===== src/rtl/assert_macros.svh =====
// Assertion helpers shared by the RTL.
`ifndef ASSERT_MACROS_SVH
`define ASSERT_MACROS_SVH

// General property, checked outside reset.
`define ASSERT_PROP(lbl, clk, rst_n, prop, msg) \
    lbl: assert property (@(posedge clk) disable iff (!rst_n) (prop)) \
        else $error(msg);

// Same-cycle implication, checked outside reset.
`define ASSERT_IMPL(lbl, clk, rst_n, ante, cons, msg) \
    lbl: assert property (@(posedge clk) disable iff (!rst_n) (ante) |-> (cons)) \
        else $error(msg);

`endif


===== src/rtl/rfamp_pkg.sv =====
package rfamp_pkg;

    localparam int PIN_W = 17;

    // pin bit positions
    localparam int P_ON5V            = 0;
    localparam int P_ON50V           = 1;
    localparam int P_IN_AMP2_920     = 2;
    localparam int P_IN_AMP3_920     = 3;
    localparam int P_SEL_LNAOUT2_920 = 4;
    localparam int P_SEL_LNAOUT3_920 = 5;
    localparam int P_SELLNA_LNA_920  = 6;
    localparam int P_ON_LNA1_920     = 7;
    localparam int P_SELLNA_EXT_920  = 8;
    localparam int P_SELPWR_LNA_920  = 9;
    localparam int P_SELPWR_AMP_920  = 10;
    localparam int P_ON_LNA2_920     = 11;
    localparam int P_LNA_IN1_24      = 12;
    localparam int P_LNA_IN2_24      = 13;
    localparam int P_LNA_ON_24       = 14;
    localparam int P_SEL_PWR_LNA_24  = 15;
    localparam int P_ON_AMP_24       = 16;

    // pins dropped on entry to fault
    localparam logic [PIN_W-1:0] SHUTDOWN_MASK =
        PIN_W'((1 << P_ON5V) | (1 << P_ON50V) | (1 << P_ON_AMP_24) | (1 << P_SELPWR_AMP_920));

    localparam logic [7:0] CMD_MONITOR  = 8'h01;
    localparam logic [7:0] CMD_RAIL_5V  = 8'h04;
    localparam logic [7:0] CMD_RAIL_50V = 8'h05;
    localparam logic [7:0] CMD_STANDBY  = 8'h10;
    localparam logic [7:0] CMD_OFF      = 8'h11;
    localparam logic [7:0] CMD_TX       = 8'h12;

    localparam logic [7:0] SEL_GLOBAL  = 8'hFF;
    localparam logic [7:0] SEL_AMP_920 = 8'h01;
    localparam logic [7:0] SEL_AMP_24  = 8'h02;

    localparam logic [5:0] MIN_CMD_BYTES = 6'd4;
    localparam logic [2:0] MONITOR_LEN   = 3'd4;

    localparam logic       REQ_SAMPLE  = 1'b0;

    localparam int         CFG_IDX_W      = 2;
    localparam logic [CFG_IDX_W-1:0] CFG_TEMP_LIMIT = 2'd0;
    localparam logic [CFG_IDX_W-1:0] CFG_CUR_LIMIT  = 2'd1;

    localparam logic signed [16:0] TEMP_LIMIT_RST = 17'sd9000;
    localparam logic        [12:0] CUR_LIMIT_RST  = 13'd4500;

    typedef enum logic [1:0] {
        MODE_STANDBY = 2'd0,
        MODE_TX      = 2'd1,
        MODE_OFF     = 2'd2
    } mode_t;

    typedef struct packed {
        logic        req_type;
        logic [11:0] temp_raw;
        logic [11:0] current_raw;
        logic [5:0]  byte_count;
        logic [7:0]  command;
        logic [7:0]  amp_select;
        logic [7:0]  argument;
    } in_item_t;

    typedef struct packed {
        logic             fault;
        logic             resp_status;
        logic [2:0]       resp_data_len;
        logic [15:0]      resp_temp;
        logic [12:0]      resp_current;
        logic [PIN_W-1:0] pin_levels;
        mode_t            mode_920;
        mode_t            mode_24;
    } out_item_t;

    typedef struct packed {
        logic [CFG_IDX_W-1:0] reg_index;
        logic [16:0]          wdata;
    } cfg_req_t;

    // converted sample handed from conversion to control
    typedef struct packed {
        logic signed [16:0] temp_centi;
        logic        [12:0] current_ma;
        logic               over_limit;
    } conv_t;

endpackage


===== src/rtl/rfamp_chan_if.sv =====
interface rfamp_chan_if #(
    parameter type T = logic [7:0]
);
    logic valid;
    logic ready;
    T     data;

    modport source (output valid, output data, input ready);
    modport sink   (input valid, input data, output ready);
endinterface


===== src/rtl/rfamp_conv.sv =====
module rfamp_conv (
    input  logic [11:0]         temp_raw,
    input  logic [11:0]         current_raw,
    input  logic signed [16:0]  temp_limit,
    input  logic [12:0]         cur_limit,
    output rfamp_pkg::conv_t    conv
);
    import rfamp_pkg::*;

    // temp = 35756 - 18*raw - ceil((52188*raw - 22113) / 70434)
    // the ceil term is floor((52188*raw + 48320) / 70434), done by reciprocal
    localparam logic [63:0] T_RECIP = ((64'd1 << 45) + 64'd70433) / 64'd70434;
    localparam logic [63:0] T_C1    = 64'd52188 * T_RECIP;
    localparam logic [63:0] T_C0    = 64'd48320 * T_RECIP;
    // current = floor(raw*5000 / 4095)
    localparam logic [63:0] C_RECIP = ((64'd1 << 37) + 64'd4094) / 64'd4095;
    localparam logic [63:0] C_C1    = 64'd5000 * C_RECIP;

    logic [63:0]        t_prod;
    logic [11:0]        t_corr;
    logic [16:0]        t_lin;
    logic signed [17:0] t_wide;
    logic [63:0]        c_prod;

    always_comb
    begin
        t_prod = {52'd0, temp_raw} * T_C1 + T_C0;
        t_corr = t_prod[56:45];
        t_lin  = {5'd0, temp_raw} * 17'd18;
        t_wide = 18'sd35756 - $signed({1'b0, t_lin}) - $signed({6'd0, t_corr});
        c_prod = {52'd0, current_raw} * C_C1;

        conv.temp_centi = t_wide[16:0];
        conv.current_ma = c_prod[49:37];
        conv.over_limit = ($signed(t_wide[16:0]) > temp_limit) ||
                          (c_prod[49:37] > cur_limit);
    end
endmodule


===== src/rtl/rfamp_core.sv =====
`include "assert_macros.svh"

module rfamp_core (
    input  logic                 clk,
    input  logic                 rst_n,
    input  logic                 fire,
    input  rfamp_pkg::in_item_t  item,
    input  rfamp_pkg::conv_t     conv,
    output rfamp_pkg::out_item_t result_next
);
    import rfamp_pkg::*;

    // reset view: everything low, both chains off
    localparam out_item_t STATE_RST = '{
        fault:         1'b0,
        resp_status:   1'b0,
        resp_data_len: 3'd0,
        resp_temp:     16'd0,
        resp_current:  13'd0,
        pin_levels:    '0,
        mode_920:      MODE_OFF,
        mode_24:       MODE_OFF
    };

    out_item_t          state_reg;
    out_item_t          state_next;
    logic signed [16:0] temp_reg;
    logic signed [16:0] temp_next;
    logic [12:0]        cur_reg;
    logic [12:0]        cur_next;

    function automatic logic [PIN_W-1:0] standby_920(input logic [PIN_W-1:0] p_in);
        logic [PIN_W-1:0] p;
        p = p_in;
        p[P_SELPWR_LNA_920]  = 1'b1;
        p[P_SELPWR_AMP_920]  = 1'b0;
        p[P_SELLNA_LNA_920]  = 1'b1;
        p[P_SELLNA_EXT_920]  = 1'b0;
        p[P_IN_AMP2_920]     = 1'b1;
        p[P_IN_AMP3_920]     = 1'b1;
        p[P_SEL_LNAOUT2_920] = 1'b1;
        p[P_SEL_LNAOUT3_920] = 1'b0;
        p[P_ON_LNA1_920]     = 1'b1;
        p[P_ON_LNA2_920]     = 1'b1;
        p[P_ON5V]            = 1'b1;
        return p;
    endfunction

    function automatic logic [PIN_W-1:0] standby_24(input logic [PIN_W-1:0] p_in);
        logic [PIN_W-1:0] p;
        p = p_in;
        p[P_SEL_PWR_LNA_24] = 1'b1;
        p[P_LNA_ON_24]      = 1'b1;
        p[P_LNA_IN1_24]     = 1'b1;
        p[P_LNA_IN2_24]     = 1'b0;
        p[P_ON_AMP_24]      = 1'b0;
        p[P_ON5V]           = 1'b1;
        return p;
    endfunction

    always_comb
    begin
        state_next = state_reg;
        temp_next  = temp_reg;
        cur_next   = cur_reg;

        if (item.req_type == REQ_SAMPLE)
        begin
            temp_next = conv.temp_centi;
            cur_next  = conv.current_ma;
            if (conv.over_limit)
            begin
                // shutdown only on the way into fault
                if (!state_reg.fault)
                begin
                    state_next.fault      = 1'b1;
                    state_next.pin_levels = state_reg.pin_levels & ~SHUTDOWN_MASK;
                    state_next.mode_920   = MODE_OFF;
                    state_next.mode_24    = MODE_OFF;
                end
            end
            else
            begin
                state_next.fault = 1'b0;
            end
        end
        else if (item.byte_count >= MIN_CMD_BYTES)
        begin
            state_next.resp_status   = state_reg.fault;
            state_next.resp_data_len = '0;
            state_next.resp_temp     = '0;
            state_next.resp_current  = '0;
            case (item.amp_select)
                SEL_GLOBAL:
                begin
                    case (item.command)
                        CMD_MONITOR:
                        begin
                            state_next.resp_data_len = MONITOR_LEN;
                            state_next.resp_temp     = temp_reg[16] ? 16'd0 : temp_reg[15:0];
                            state_next.resp_current  = cur_reg;
                        end
                        CMD_RAIL_5V:  state_next.pin_levels[P_ON5V]  = (item.argument != 8'd0);
                        CMD_RAIL_50V: state_next.pin_levels[P_ON50V] = (item.argument != 8'd0);
                        default: ;
                    endcase
                end
                SEL_AMP_920:
                begin
                    if (!state_reg.fault)
                    begin
                        // any other code leaves a non-standby mode via standby first
                        if (state_reg.mode_920 != MODE_STANDBY &&
                            item.command != CMD_STANDBY && item.command != CMD_OFF)
                        begin
                            state_next.pin_levels = standby_920(state_next.pin_levels);
                            state_next.mode_920   = MODE_STANDBY;
                        end
                        case (item.command)
                            CMD_STANDBY:
                            begin
                                state_next.pin_levels = standby_920(state_next.pin_levels);
                                state_next.mode_920   = MODE_STANDBY;
                            end
                            CMD_OFF:
                            begin
                                state_next.pin_levels[P_ON5V] = 1'b0;
                                state_next.mode_920           = MODE_OFF;
                            end
                            CMD_TX:
                            begin
                                state_next.pin_levels[P_SELPWR_LNA_920] = 1'b0;
                                state_next.pin_levels[P_SELPWR_AMP_920] = 1'b1;
                                state_next.pin_levels[P_IN_AMP2_920]    = item.argument[0];
                                state_next.pin_levels[P_IN_AMP3_920]    = item.argument[1];
                                state_next.mode_920                     = MODE_TX;
                            end
                            default: ;
                        endcase
                    end
                end
                SEL_AMP_24:
                begin
                    if (!state_reg.fault)
                    begin
                        if (state_reg.mode_24 != MODE_STANDBY &&
                            item.command != CMD_STANDBY && item.command != CMD_OFF)
                        begin
                            state_next.pin_levels = standby_24(state_next.pin_levels);
                            state_next.mode_24    = MODE_STANDBY;
                        end
                        case (item.command)
                            CMD_STANDBY:
                            begin
                                state_next.pin_levels = standby_24(state_next.pin_levels);
                                state_next.mode_24    = MODE_STANDBY;
                            end
                            CMD_OFF:
                            begin
                                state_next.pin_levels[P_ON5V] = 1'b0;
                                state_next.mode_24            = MODE_OFF;
                            end
                            CMD_TX:
                            begin
                                state_next.pin_levels[P_SEL_PWR_LNA_24] = 1'b0;
                                state_next.pin_levels[P_LNA_IN1_24]     = item.argument[0];
                                state_next.pin_levels[P_LNA_IN2_24]     = item.argument[1];
                                state_next.pin_levels[P_ON_AMP_24]      = 1'b1;
                                state_next.mode_24                      = MODE_TX;
                            end
                            default: ;
                        endcase
                    end
                end
                default: ;
            endcase
        end
    end

    assign result_next = state_next;

    always_ff @(posedge clk or negedge rst_n)
    begin
        if (!rst_n)
        begin
            state_reg <= STATE_RST;
            temp_reg  <= '0;
            cur_reg   <= '0;
        end
        else if (fire)
        begin
            state_reg <= state_next;
            temp_reg  <= temp_next;
            cur_reg   <= cur_next;
        end
    end

    `ASSERT_IMPL(a_fault_modes_off, clk, rst_n, state_reg.fault,
        state_reg.mode_920 == MODE_OFF && state_reg.mode_24 == MODE_OFF,
        "amplifier left off mode while in fault")
    `ASSERT_IMPL(a_fault_entry_pins, clk, rst_n, $rose(state_reg.fault),
        (state_reg.pin_levels & SHUTDOWN_MASK) == '0,
        "power pins still up on fault entry")
    `ASSERT_IMPL(a_tx920_power, clk, rst_n, state_reg.mode_920 == MODE_TX,
        state_reg.pin_levels[P_SELPWR_AMP_920],
        "920 transmit without amplifier supply selected")
endmodule


===== src/rtl/rf_amp_mode_and_fault_controller_top.sv =====
// Channel  Dir  Payload                                   Handshake
// in       in   in_item_t: sample or bus command request  valid/ready
// out      out  out_item_t: flags, response, pins, modes  valid/ready
// cfg      in   cfg_req_t: reg_index, wdata               valid/ready (ready tied high)
//
// Result path: the input register, then one pass of conversion and control logic
// into the result register, which loads once the result side is free.
// One request per cycle sustained while out is being taken; the state update is
// a loop from the core state registers through the control logic and back.
// Async active-low reset: no pending requests, modes off, pins low, limits 9000 / 4500.
// A stalled out holds its result; one more request still lands in the input register.
`include "assert_macros.svh"

module rf_amp_mode_and_fault_controller_top (
    input  logic         clk,
    input  logic         rst_n,
    rfamp_chan_if.sink   in,
    rfamp_chan_if.source out,
    rfamp_chan_if.sink   cfg
);
    import rfamp_pkg::*;

    // configuration
    logic signed [16:0] temp_limit_reg;
    logic [12:0]        cur_limit_reg;

    // input register
    logic      in_valid_reg;
    in_item_t  in_data_reg;

    // result register
    logic      out_valid_reg;
    out_item_t out_data_reg;

    logic      out_free;
    logic      fire;
    logic      in_take;
    conv_t     conv;
    out_item_t result_next;

    assign out_free  = !out_valid_reg || out.ready;
    assign fire      = in_valid_reg && out_free;
    assign in.ready  = !in_valid_reg || out_free;
    assign in_take   = in.valid && in.ready;
    assign cfg.ready = 1'b1;

    assign out.valid = out_valid_reg;
    assign out.data  = out_data_reg;

    always_ff @(posedge clk or negedge rst_n)
    begin
        if (!rst_n)
        begin
            temp_limit_reg <= TEMP_LIMIT_RST;
            cur_limit_reg  <= CUR_LIMIT_RST;
        end
        else if (cfg.valid)
        begin
            case (cfg.data.reg_index)
                CFG_TEMP_LIMIT: temp_limit_reg <= cfg.data.wdata;
                CFG_CUR_LIMIT:  cur_limit_reg  <= cfg.data.wdata[12:0];
                default: ;
            endcase
        end
    end

    always_ff @(posedge clk or negedge rst_n)
    begin
        if (!rst_n)
        begin
            in_valid_reg  <= 1'b0;
            out_valid_reg <= 1'b0;
        end
        else
        begin
            if (in_take)
            begin
                in_valid_reg <= 1'b1;
            end
            else if (fire)
            begin
                in_valid_reg <= 1'b0;
            end

            if (fire)
            begin
                out_valid_reg <= 1'b1;
            end
            else if (out.ready)
            begin
                out_valid_reg <= 1'b0;
            end
        end
    end

    // payload registers, no reset
    always_ff @(posedge clk)
    begin
        if (in_take)
        begin
            in_data_reg <= in.data;
        end
        if (fire)
        begin
            out_data_reg <= result_next;
        end
    end

    rfamp_conv u_conv (
        .temp_raw    (in_data_reg.temp_raw),
        .current_raw (in_data_reg.current_raw),
        .temp_limit  (temp_limit_reg),
        .cur_limit   (cur_limit_reg),
        .conv        (conv)
    );

    rfamp_core u_core (
        .clk         (clk),
        .rst_n       (rst_n),
        .fire        (fire),
        .item        (in_data_reg),
        .conv        (conv),
        .result_next (result_next)
    );

    `ASSERT_PROP(a_held_request_kept, clk, rst_n,
        (in_valid_reg && !out_free) |=> in_valid_reg,
        "pending request dropped while result stalled")
    `ASSERT_PROP(a_fire_gives_result, clk, rst_n,
        fire |=> out_valid_reg,
        "processed request produced no result")
    `ASSERT_PROP(a_stalled_result_held, clk, rst_n,
        (out_valid_reg && !out.ready) |=> (out_valid_reg && $stable(out_data_reg)),
        "stalled result changed before it was taken")
endmodule


===== src/flat_wrapper.sv =====
// flat-port wrapper written by rule: the top's interface ports become plain ports
module rf_amp_mode_and_fault_controller_top_flat import rfamp_pkg::*;
  (clk, rst_n, in_valid, in_data, in_ready, out_valid, out_data, out_ready, cfg_valid, cfg_data, cfg_ready);
  rfamp_chan_if #(.T(in_item_t)) in_i ();
  rfamp_chan_if #(.T(out_item_t)) out_i ();
  rfamp_chan_if #(.T(cfg_req_t)) cfg_i ();
  input  logic clk;
  input  logic rst_n;
  input wire logic [$bits(in_i.valid)-1:0] in_valid;
  input wire logic [$bits(in_i.data)-1:0] in_data;
  output wire logic [$bits(in_i.ready)-1:0] in_ready;
  output wire logic [$bits(out_i.valid)-1:0] out_valid;
  output wire logic [$bits(out_i.data)-1:0] out_data;
  input wire logic [$bits(out_i.ready)-1:0] out_ready;
  input wire logic [$bits(cfg_i.valid)-1:0] cfg_valid;
  input wire logic [$bits(cfg_i.data)-1:0] cfg_data;
  output wire logic [$bits(cfg_i.ready)-1:0] cfg_ready;
  assign in_i.valid = in_valid;
  assign in_i.data = in_data;
  assign in_ready = in_i.ready;
  assign out_valid = out_i.valid;
  assign out_data = out_i.data;
  assign out_i.ready = out_ready;
  assign cfg_i.valid = cfg_valid;
  assign cfg_i.data = cfg_data;
  assign cfg_ready = cfg_i.ready;
  rf_amp_mode_and_fault_controller_top u_core (.clk(clk), .rst_n(rst_n), .in(in_i), .out(out_i), .cfg(cfg_i));
endmodule

===== config.mk =====
export PLATFORM = sky130hd
export DESIGN_NAME = rf_amp_mode_and_fault_controller_top_flat
export DESIGN_NICKNAME = d
export VERILOG_FILES = /design/src/rtl/rfamp_pkg.sv /design/src/rtl/rfamp_chan_if.sv /design/src/rtl/rfamp_conv.sv /design/src/rtl/rfamp_core.sv /design/src/rtl/rf_amp_mode_and_fault_controller_top.sv /design/src/flat_wrapper.sv
export VERILOG_INCLUDE_DIRS = /design/src /design/src/rtl
export SDC_FILE = /design/constraint.sdc
export NUM_CORES = 1
export LEC_CHECK = 0
export BUFFER_PORTS_ARGS = -buffer_cell sky130_fd_sc_hd__buf_2
export CAP_MARGIN = 20
export CORE_ASPECT_RATIO = 0.6
export CORE_MARGIN = 2
export CORE_UTILIZATION = 42
export DETAILED_ROUTE_END_ITERATION = 8
export PLACE_DENSITY = 0.6
export SETUP_SLACK_MARGIN = 0.15
export SKIP_LAST_GASP = 1
export SYNTH_ARGS = -nofsm -noshare
export SYNTH_HDL_FRONTEND = slang
export SYNTH_HIERARCHICAL = 1
export SYNTH_SLANG_ARGS = --single-unit

===== constraint.sdc =====
create_clock -name clk -period 25.7 [get_ports clk]
set_input_delay 1.285 -clock clk [delete_from_list [all_inputs] [get_ports clk]]
set_output_delay 1.285 -clock clk [all_outputs]
set_load 0.005 [all_outputs]

==> results of run 1 <==
==> worst max-delay path by stage <==
stage | start | endpoint | slack, ns | depth (start not counted)
2_1_floorplan | u_core/in_data_reg[51] | u_core/out.data[0] | 14.96 | 48
3_3_place_gp | u_core/in_data_reg[46] | u_core/out.data[0] | 12.43 | 49
3_5_place_dp | u_core/in_data_reg[46] | u_core/out.data[0] | 12.32 | 49
4_1_cts | u_core/in_data_reg[46] | u_core/out.data[0] | 12.24 | 49
5_1_grt | u_core/in_data_reg[46] | u_core/out.data[0] | 11.13 | 49
6_report | u_core/in_data_reg[46] | u_core/out.data[0] | 12.06 | 49
==> metrics by stage <==
stage | util | setup WS, ns | instances | hold slack [ns]
global placement | 0.452 | 12.43 | 3106 | 0.433
global route | 0.465 | 11.13 | 3150 | 0.494
finish | 0.465 | 12.06 | 3153 | 0.459
floorplan | - | 14.96 | 2242 | 0.420
CTS | 0.465 | 12.24 | 3148 | 0.463
detailed placement | 0.452 | 12.32 | 3106 | 0.444
==> critical path, delay by kind of cell, from the launching register on <==
kind,cells,cell delay (ns)
DFF,1,0.75
buffers and inverters,6,0.41
xor gates and xnor gates,1,0.14
adders and majority gates,10,4.28
and+or+nand+nor,12,2.65
AOI/OAI and AO/OA,20,5.21
==> per-layer routing <==
| metal | global-route usage | wire (um) |
|---|---|---|
| met1 | 0.353 | 32300 |
| met2 | 0.300 | 25300 |
| met3 | 0.0606 | 5730 |
| met4 | 0.0245 | 627 |
| met5 | 0 | 13 |
==> cell type report <==
type	instances	area, um^2
multi-input combinational	1513	15700
sequential	225	6190
tap	759	950
clock inverter	12	80.1
timing repair buffer	142	736
clock buffer	30	622
fill	5192	29900
antenna	5	12.5
inverter	467	1750
==> results.yml, run 1 <==
clocking:
  insertion_delay_ns: 0.53
  path_clk_slew_ns: 0.06
  h-tree-depth: 1
  cts_buffer_depth: 3
  root_buffer: "clkbuf_16"
  cts_sinks: 225
  cts_setup_buffers: 0
  cts_tree: "built"
  post_cts_resize_count: 0
  ctsHoldBuffers: 0
  cts_buffers: 23
die:
  coreArea_mm2: 0.0559
  rows: 67
  ios: 137
  start_util: 0.425
  die_x_um: 311
  die-area_mm2: 0.0586
  fp.dieH_um: 188
timing:
  worstMarginPinSlew_ns: 1.01
  skew_ns: 0.0177
  setup_tns_ns: 0
  maxSlewHeadroom: 0.330
  fmax_mhz: 73.3
  slew_violations: 0
  grt_setup_unrepaired: "no"
  hold_violations: 0
  finalCritPeriodShare: 0.531
  fin_crit_ns: 13.64
  setup_viol: 0
cells_and_area:
  layout-drive-gt1-share: 0.125
  final_cell_mix: "inv_1 (466), ha_1 (332), fa_1 (269)"
  layout_commonest_cell: "inv_1"
  fin_nets: 3052
  area_growth_pct: 9.31
  final_area_mm2: 0.0260
detailed_routing:
  wire_per_inst_um: 20.3
  routed_wl_mm: 64.0
  vias: 16900
  first_pass_iters: 5
  first_iter_violations: 1254
  drtAntennaViolNets: 0
  viasPerCell: 5.37
  drc: 0
worst_setup_path:
  critPathRequiredTime_ns: 26.08
  critPathSlowestCell: "fa_1"
  worstSetupStartpointType: "register"
  cp_max_fo: 11
  cp.arrival_ns: 14.01
  reg2reg_depth: 49
  cp-end-kind: "register"
  regToRegSetupSlack_ns: 12.06
  cpPeakStageDelay_ns: 0.95
  reg2reg_to: "u_core/out.data[0]"
  worst-setup-path-type: "register to register"
  r2r-start: "u_core/in_data_reg[46]"
placement:
  gp_congestion: 0.956
  dpl_cell_area_mm2: 0.0253
  portBuffers: 133
  dp.final_hpwl_mm: 53.2
grt:
  grt_max_degree: 78
  grt_pass1_wl_mm: 100
  first_global_vias: 17100
  antenna_found_initial: 5
  track_usage: 0.221
  overflow: 0
hold_path:
  min_from: "u_core/u_core/state_reg[8]"
  whs_endpoint: "u_core/u_core/state_reg[8]"
  hold_depth: 1
  worstHoldPathType: "register to register"
synthesis:
  ys_warn_count: 6
  postSynthAreaPerCell_um2: 10.6
  syn-num-nets: 2922
  netlist_area_mm2: 0.0238
  netlist_instances: 2242
status:
  status: "completed"
run:
  maxCapViolations: 0
Power of run 1 is not shown: default switching activity piles up to over one toggle a cycle in this logic, so the estimate is an artifact.
==> run 2: changes to the inputs <==
--- a/config.mk
+++ b/config.mk
@@ -6,13 +6,14 @@
 export SDC_FILE = /design/constraint.sdc
 export NUM_CORES = 1
 export LEC_CHECK = 0
+export ABC_AREA = 1
 export BUFFER_PORTS_ARGS = -buffer_cell sky130_fd_sc_hd__buf_2
 export CAP_MARGIN = 20
 export CORE_ASPECT_RATIO = 0.6
 export CORE_MARGIN = 2
 export CORE_UTILIZATION = 42
 export DETAILED_ROUTE_END_ITERATION = 8
-export PLACE_DENSITY = 0.6
+export PLACE_DENSITY = 0.59
 export SETUP_SLACK_MARGIN = 0.15
 export SKIP_LAST_GASP = 1
 export SYNTH_ARGS = -nofsm -noshare
==> constraint.sdc (replaced) <==
create_clock -name clk -period 13.9 [get_ports clk]
set_input_delay 0.695 -clock clk [delete_from_list [all_inputs] [get_ports clk]]
set_output_delay 0.695 -clock clk [all_outputs]
set_load 0.005 [all_outputs]
==> results.yml, run 2 <==
placement:
  gp_congestion: 0.988
  dp.final_hpwl_mm: 71.8
  portBuffers: 133
worst_setup_path:
  cp.arrival_ns: 12.41
  cpPeakStageDelay_ns: 0.93
  worst-setup-path-type: "register to register"
  reg2reg_depth: 52
  critPathRequiredTime_ns: 14.28
  reg2reg_to: "u_core/u_core/state_reg[5]"
  r2r-start: "u_core/in_data_reg[45]"
  cp_common_cell: "nand2_1"
  regToRegSetupSlack_ns: 1.86
  cp-end-kind: "register"
  worstSetupStartpointType: "register"
  cp_max_fo: 10
  critPathSlowestCell: "fa_1"
timing:
  finalCritPeriodShare: 0.866
  worstMarginPinSlew_ns: 0.944
  fmax_mhz: 83.1
  skew_ns: 0.0180
  slew_violations: 0
  maxSlewHeadroom: 0.369
  setup_tns_ns: 0
  setup_viol: 0
  hold_violations: 0
  fin_crit_ns: 12.04
  grt_setup_unrepaired: "no"
clocking:
  root_buffer: "clkbuf_16"
  ctsHoldBuffers: 0
  cts_buffers: 22
  post_cts_resize_count: 0
  insertion_delay_ns: 0.53
  cts_setup_buffers: 0
  cts_buffer_depth: 3
  cts_tree: "built"
  cts_sinks: 225
  h-tree-depth: 1
  path_clk_slew_ns: 0.07
cells_and_area:
  layout-drive-gt1-share: 0.101
  final_cell_mix: "inv_1 (772), nand2_1 (770), ha_1 (332)"
  fin_nets: 4147
  area_growth_pct: 8.52
  layout_commonest_cell: "inv_1"
synthesis:
  ys_warn_count: 6
  netlist_instances: 3337
  postSynthAreaPerCell_um2: 8.15
  syn-num-nets: 4017
  netlist_area_mm2: 0.0272
grt:
  grt_max_degree: 72
  first_global_vias: 20800
  antenna_found_initial: 6
  overflow: 0
  grt_pass1_wl_mm: 128
  track_usage: 0.255
status:
  status: "completed"
detailed_routing:
  drtAntennaViolNets: 0
  drc: 0
  routed_wl_mm: 83.9
  vias: 22000
  first_pass_iters: 5
  viasPerCell: 5.06
  first_iter_violations: 2293
  wire_per_inst_um: 19.4
die:
  start_util: 0.423
  coreArea_mm2: 0.0642
  rows: 72
  fp.dieH_um: 201
  ios: 137
  die-area_mm2: 0.0669
  die_x_um: 332
run:
  maxCapViolations: 0
hold_path:
  worstHoldPathType: "input port to async pin"
## run 2: critical path: cells and delay by family (launching register included)
kind	cells	cell delay, ns
flip-flops	1	0.73
XOR/XNOR	3	1.18
AND/OR/NAND/NOR	21	2.62
AO/OA/AOI/OAI	9	1.70
adder cells (fa/ha/maj)	10	4.69
multiplexers	1	0.29
buffers and inverters	8	0.67
## run 2: per-layer routing
| layer | up-vias | GRT usage | part of all wire |
|---|---|---|---|
| li1 | 10700 | - | - |
| met1 | 10300 | 0.443 | 0.53 |
| met2 | 897 | 0.280 | 0.32 |
| met3 | 53 | 0.105 | 0.14 |
| met4 | 6 | 0.0180 | 0.0071 |
| met5 | - | 0 | 0.00045 |
## run 2: worst max-delay path by stage
stage,start,end,slack [ns],cells past startpoint
after floorplan,u_core/in_data_reg[51],u_core/out.data[4],4.66,51
after global placement,u_core/in_data_reg[46],u_core/u_core/state_reg[5],2.29,51
after detailed placement,u_core/in_data_reg[46],u_core/u_core/state_reg[5],2.17,53
after CTS,u_core/in_data_reg[46],u_core/u_core/state_reg[5],2.10,53
after global routing,u_core/in_data_reg[46],u_core/u_core/state_reg[5],1.19,53
final,u_core/in_data_reg[45],u_core/u_core/state_reg[5],1.86,52
## run 2: layout make-up
class	count	area (um^2)
sequential	225	6190
fill	6425	34700
multi-input combinational	2295	17900
clock buffer	34	649
inverter	784	2940
clock inverter	6	70.1
antenna	3	7.51
timing repair buffer	139	713
tap	851	1060
## run 2: through the flow
step / setup WS, ns / hold WS (ns) / instance area (um^2) / cells / util
after floorplan: 4.66 / 0.399 / 27200 / 3337 / -
after global placement: 2.29 / 0.432 / 28800 / 4294 / 0.448
after detailed placement: 2.17 / 0.438 / 28800 / 4294 / 0.448
after CTS: 2.10 / 0.308 / 29500 / 4334 / 0.459
after global routing: 1.19 / 0.323 / 29500 / 4335 / 0.459
final: 1.86 / 0.283 / 29500 / 4337 / 0.459
Power of run 2 is left out for the same reason.
